File: src/hdl/kvi_pkg.sv
`timescale 1ns / 1ps
// ----------------------------------------------------------------------------
// kvi_pkg
// Shared constants, types and helpers of the keyframe vector interpolator.
// ----------------------------------------------------------------------------
package kvi_pkg;

    localparam int KEYS        = 256;
    localparam int KEY_W       = $clog2(KEYS);
    localparam int BANK_W      = KEY_W - 1;
    localparam int BANK_DEPTH  = KEYS / 2;
    localparam int COMPS       = 3;
    localparam int SLOTS       = 3;
    localparam int WORDS       = SLOTS * COMPS;
    localparam int WSEL_W      = 4;
    localparam int WORD_W      = 32;
    localparam int FRAC_W      = 16;
    localparam int TS_W        = 31;

    localparam int NUM_W       = WORD_W + 1;
    localparam int REM_W       = NUM_W + FRAC_W;
    localparam int U_BITS      = 21;
    localparam int U_W         = U_BITS + 1;
    localparam int CMP_W       = NUM_W + U_BITS;

    localparam int PM_W        = 2 * WORD_W;
    localparam int T2P_W       = 2 * U_W;
    localparam int T2_W        = T2P_W - FRAC_W;
    localparam int T3P_W       = T2_W + U_W;
    localparam int OP_W        = NUM_W;
    localparam int WIDE_W      = 2 * OP_W;
    localparam int TERMS       = 4;

    localparam int QUEUE_DEPTH = 4;
    localparam int QPTR_W      = $clog2(QUEUE_DEPTH);
    localparam int QCNT_W      = QPTR_W + 1;

    localparam int CFG_ADDR_W  = 3;
    localparam int CFG_DATA_W  = 32;

    localparam logic [1:0] MODE_TIME     = 2'd0;
    localparam logic [1:0] MODE_WORD     = 2'd1;
    localparam logic [1:0] MODE_EVAL     = 2'd2;

    localparam logic [1:0] INTERP_LINEAR = 2'd0;
    localparam logic [1:0] INTERP_STEP   = 2'd1;
    localparam logic [1:0] INTERP_CUBIC  = 2'd2;

    localparam logic [1:0] FAULT_NONE    = 2'd0;
    localparam logic [1:0] FAULT_ZERO    = 2'd1;
    localparam logic [1:0] FAULT_RANGE   = 2'd2;

    localparam logic [1:0] SLOT_IN       = 2'd0;
    localparam logic [1:0] SLOT_VAL      = 2'd1;
    localparam logic [1:0] SLOT_OUT      = 2'd2;

    localparam int WBASE_IN  = int'(SLOT_IN) * COMPS;
    localparam int WBASE_VAL = int'(SLOT_VAL) * COMPS;
    localparam int WBASE_OUT = int'(SLOT_OUT) * COMPS;

    localparam logic [0:0] REG_INTERP = 1'b0;

    localparam logic [U_BITS-1:0] U_LIM_Q = {1'b1, {(U_BITS-1){1'b0}}};

    typedef logic signed [WORD_W-1:0] word_t;
    typedef word_t [COMPS-1:0] vec_t;

    typedef struct packed {
        word_t            t0;
        word_t            t1;
        logic [TS_W-1:0]  ts;
        vec_t             p0;
        vec_t             p1;
        vec_t             m0;
        vec_t             m1;
        logic             last_key;
    } eval_t;

    typedef struct packed {
        logic [U_BITS-1:0] q;
        logic              ovf;
        logic              neg;
        logic              dz;
    } div_res_t;

    function automatic word_t sat_word(input logic signed [WIDE_W-1:0] x);
        logic signed [WIDE_W-1:0] hi;
        logic signed [WIDE_W-1:0] lo;
        word_t r;
        hi = {{(WIDE_W-WORD_W+1){1'b0}}, {(WORD_W-1){1'b1}}};
        lo = ~hi;
        if (x > hi) begin
            r = {1'b0, {(WORD_W-1){1'b1}}};
        end else if (x < lo) begin
            r = {1'b1, {(WORD_W-1){1'b0}}};
        end else begin
            r = x[WORD_W-1:0];
        end
        return r;
    endfunction

endpackage

File: src/hdl/kvi_queue.sv
`timescale 1ns / 1ps
// ----------------------------------------------------------------------------
// kvi_queue
// Small queue of evaluate items between the front and the divider.
// ----------------------------------------------------------------------------
module kvi_queue (
    input  logic                        aclk,
    input  logic                        aresetn,
    input  logic                        push,
    input  kvi_pkg::eval_t              push_data,
    input  logic                        pop,
    output logic                        pop_valid,
    output kvi_pkg::eval_t              pop_data,
    output logic [kvi_pkg::QCNT_W-1:0]  count
);
    import kvi_pkg::*;

    eval_t              queue_mem [QUEUE_DEPTH];
    logic [QPTR_W-1:0]  wr_ptr_reg;
    logic [QPTR_W-1:0]  rd_ptr_reg;
    logic [QCNT_W-1:0]  count_reg;
    logic [QCNT_W-1:0]  count_next;
    logic               pop_eff;

    assign pop_valid  = (count_reg != '0);
    assign pop_eff    = pop && pop_valid;
    assign pop_data   = queue_mem[rd_ptr_reg];
    assign count      = count_reg;
    assign count_next = count_reg + QCNT_W'(push) - QCNT_W'(pop_eff);

    always_ff @(posedge aclk) begin
        if (!aresetn) begin
            wr_ptr_reg <= '0;
            rd_ptr_reg <= '0;
            count_reg  <= '0;
        end else begin
            if (push) begin
                wr_ptr_reg <= wr_ptr_reg + 1'b1;
            end
            if (pop_eff) begin
                rd_ptr_reg <= rd_ptr_reg + 1'b1;
            end
            count_reg <= count_next;
        end
    end

    always_ff @(posedge aclk) begin
        if (push) begin
            queue_mem[wr_ptr_reg] <= push_data;
        end
    end

endmodule

File: config.mk
export PLATFORM = sky130hd
export DESIGN_NAME = kvi_queue
export DESIGN_NICKNAME = d
export VERILOG_FILES = /design/src/hdl/kvi_pkg.sv /design/src/hdl/kvi_queue.sv
export SDC_FILE = /design/constraint.sdc
export NUM_CORES = 1
export LEC_CHECK = 0
export BUFFER_PORTS_ARGS = -buffer_cell sky130_fd_sc_hd__buf_4
export CORE_UTILIZATION = 45
export DETAILED_ROUTE_END_ITERATION = 8
export HOLD_SLACK_MARGIN = 0.02
export PLACE_DENSITY = 0.68
export SYNTH_ARGS = -nofsm -noshare
export SYNTH_HDL_FRONTEND = slang
export SYNTH_SLANG_ARGS = --single-unit
File: constraint.sdc
create_clock -name aclk -period 19.1 [get_ports aclk]
set_clock_uncertainty 0.15 [all_clocks]
set_input_delay 3.82 -clock aclk [delete_from_list [all_inputs] [get_ports aclk]]
set_output_delay 3.82 -clock aclk [all_outputs]
set_load 0.02 [all_outputs]
# Yosys cells after proc, flatten, opt, wreduce, memory -nomap -nowiden
# Memories as Yosys holds them, arrays and structs flattened. A register that Yosys moved wholly into a read port is not among the register bits.
# Cells that the tools add are included.
# word_totals
input_bits	484
mem_bits_rw	1920
memories	1
output_inout_bits	484
regBits	7
# mem_list
memory	depth	width	rd	rd_clocked_by_memory_dff	write_ports	line	rtl
queue_mem	4	480	1	1	1	kvi_queue.sv:18	eval_t queue_mem [QUEUE_DEPTH];
# op_classes
n_mux	4
reduce_logical	2
n_addsub	4
# op_table
cell	count
adder 2 x 1 -> 2 bit (second input constant)	2
two-way mux 2 bit	2
adder 3 x 1 -> 3 bit	1
nonzero test 3 bit	1
subtractor 3 x 1 -> 3 bit	1
two-way mux 1 bit	2
logical AND 1 bit	1

# Logic depth before layout (Yosys ltp)
# logic_depth
word_depth	4
mapped_depth	7
mapped_depth_nobuf	7

# Worst setup path after synthesis
# Ideal clock, no wire load.
# synth_path
kind	input to register
from	input push
to	memory queue_mem[0][0] in the netlist's numbering (enable)
setup_slack_ps	3447
required_ps	18045
stages	1
arrival_ps	14598
path_cell_list	and2_1
# synth_via
elab_chain_cells	2
# synth_lines
item	line	rtl
start, declared	kvi_queue.sv:9	input logic push,
two-way mux 1 bit	kvi_queue.sv:48	if (push) begin
two-way mux 1 bit (implied by the code)	kvi_queue.sv:49	queue_mem[wr_ptr_reg] <= push_data;
end, declared	kvi_queue.sv:18	
# Every way passes these cells.

==> results.yml <==
outcome:
  status: "completed"
clock_network:
  cts_setup_buffers: 0
  clk_pin_slew_ns: 0.06
  hold_buffers: 0
  clk_latency_ns: 0.78
  root_buffer: "clkbuf_16"
  cts_buffer_depth: 3
  cts_tree: "yes"
  cts_repair_resize_count: 0
  cts_buffers: 188
  cts_sinks: 1929
  h-tree-depth: 4
sta:
  period_needed_ns: 8.700
  fin_crit_sh_pct: 45.55
  setup_viol: 0
  grt_setup_unrepaired: "no"
  fmax_mhz: 114.9
  slew_headroom_pct: 27.37
  worstMarginPinSlew_ns: 1.089
  hold_viol: 0
  drv_slew: 0
  setup-tns-final_ns: 0
synth:
  netlist.area_leader.share_pct: 82.81
  synth_area_leader_cell: "edfxtp_1"
  mappedNetlistArea_um2: 69620
  synth_nets: 3042
  synth.distinct_cells: 21
  syn-instance-count: 2551
  yosys_warnings: 0
  synth-seq-cells: 1929
  yosysSeqAreaShare_pct: 83.07
  synth_area_leaders: "edfxtp_1, mux4_2, buf_6"
  syn_avg_cell_area_um2: 27.29
final_layout:
  nNetsFinal: 4126
  final_common_cell: "edfxtp_1"
  final_cells: 5823
  multi_input_area_um2: 11090
  final_cell_mix: "edfxtp_1, buf_4, mux4_2, clkbuf_16, clkinv_1"
  drive_gt1_share_pct: 45.63
  fillers: 11220
  largest_reg_flops: 1920
  synthToLayoutAreaGrowth_pct: 22.06
  regArea_um2: 57840
floorplan:
  initial_core_util_pct: 45.56
  core_um2: 152800
  num_rows: 143
  die_h_um: 395.3
  die-area_um2: 156300
  chipWidth_um: 395.3
  ios: 968
pwr:
  clkPwrFrac_pct: 32.4
  p_sw_share_pct: 26.57
  peakVddDrop_mv: 0.1002
  internal_power_w: 0.007862
  comb_power_share_pct: 21.4
  power_leakage_nw: 28.07
  netSwitchingPower_w: 0.002845
  power_w: 0.01071
  p_per_area_nw_per_um2: 126.0
  seqPwrFrac_pct: 46.2
global_route:
  grt_usage_pct: 19.35
  grt_max_degree: 148
  grt_overflow: 0
  grt_pass1_wl_mm: 221.1
  grt_pass1_vias: 32380
  antenna_found_initial: 24
critical_path:
  startpoint_type: "flop"
  max_stage_delay_ns: 0.81
  cp_cell_sequence: "buf_12 > buf_4 > buf_4 > mux4_2 > buf_4"
  slowest_stage: "buf_4"
  critPathArrivalTime_ns: 4.73
  worstSetupPathType: "flop to output pin"
  worstPathMaxFanout: 130
  end_kind: "output pin"
  critical_path_buf_inv_count: 4
  r2r_cells: 6
  crit_top_cell: "buf_4"
  path_delay_family: "buffers and inverters"
  cp_num_cells: 5
  cp.required_ns: 15.13
detailed_routing:
  drt-wirelength-per-cell_um: 26.56
  drc: 0
  first_iter_violations: 2338
  vias: 31300
  routed_wl_mm: 154.7
  drtPass1Iterations: 8
  viasPerCell: 5.375
  antenna_left: 0
  wl_met3_mm: 15.05
  drt-met1-wl_mm: 56.75
  wl_met2_mm: 79.27
  routed.top_layer: "met5"
job:
  maxCapViolations: 0
placed_design:
  numPortBuffers: 967
  dp.cells: 5475
  place_congestion: 0.7802
  post-dp-hpwl_mm: 97.45
min_path:
  min_path_cells: 2
  min-delay-path-class: "flop to flop"
stage by stage:
step	hold WS [ns]	setup WS, ns	utilization, %	instance area [um^2]
finish	0.3509	10.40	55.62	84980
global route	0.3802	10.19	55.61	84970
CTS	0.3555	10.30	55.60	84960
detailed placement	0.3251	11.15	51.80	79140
global placement	0.3214	11.12	51.80	79140
floorplan	0.2989	3.447	-	69620
worst register-to-register path, cell delays in order, from the launching register on:
cell and delay (ns):
dfxtp_1 0.35, inv_1 0.09, ha_1 0.14, and2_4 0.68, buf_4 0.98, buf_4 0.79, buf_4 0.91
worst paths after layout:
path,end,from,slack (ns)
hold / removal,rd_ptr_reg[0],rd_ptr_reg[0],0.35
hold reg to reg,rd_ptr_reg[0],rd_ptr_reg[0],0.35
setup reg to reg,queue_mem[2][439],wr_ptr_reg[0],14.56
setup / recovery,pop_data[304],flop,10.40
cells by family after synthesis:
kind of cell	share of synthesized area (%)
AND/OR/NAND/NOR	0.1186
multiplexers	15.59
buffers and inverters	1.017
AO/OA/AOI/OAI	0.02516
flip-flops	83.07
adder cells (fa/ha/maj)	0.1366
XOR/XNOR	0.04493
layout make-up:
class / count / share of cell area (%)
flip-flops and latches: 1929 / 68.07
multi-input cells: 509 / 13.05
repair buffers: 1001 / 9.005
clock buffers: 238 / 5.807
well taps: 2030 / 2.989
clock inverters: 100 / 1.031
diodes: 10 / 0.02945
inverters: 6 / 0.02650
power by group through the flow:
| stage | clock network [W] | registers (W) | logic [W] |
|---|---|---|---|
| after floorplan | 0 | 0.00509 | 0.00142 |
| after global placement | 0 | 0.00502 | 0.00233 |
| final | 0.00347 | 0.00494 | 0.00230 |
| after CTS | 0.00354 | 0.00495 | 0.00234 |
| after global routing | 0.00370 | 0.00496 | 0.00241 |
| after detailed placement | 0 | 0.00503 | 0.00233 |
synthesized netlist by cell type:
cell and count:
and2_1 8, buf_1 18, buf_2 32, buf_4 21, buf_6 22, clkbuf_1 14, dfxtp_1 9, edfxtp_1 1920
fa_1 1, ha_1 6, inv_1 6, mux2i_1 4, mux4_2 480, nand2_1 2, nand2b_1 2, nor2b_1 1
o311ai_0 1, o31a_1 1, or3_1 1, xnor3_1 1, xor2_1 1
routing by layer:
metal,GRT usage [%],vias up
met3,7.596,239
li1,-,13350
met1,23.33,16570
met4,4.992,34
met2,32.49,1107
met5,0,-
Power figures use the tool's default switching activity.
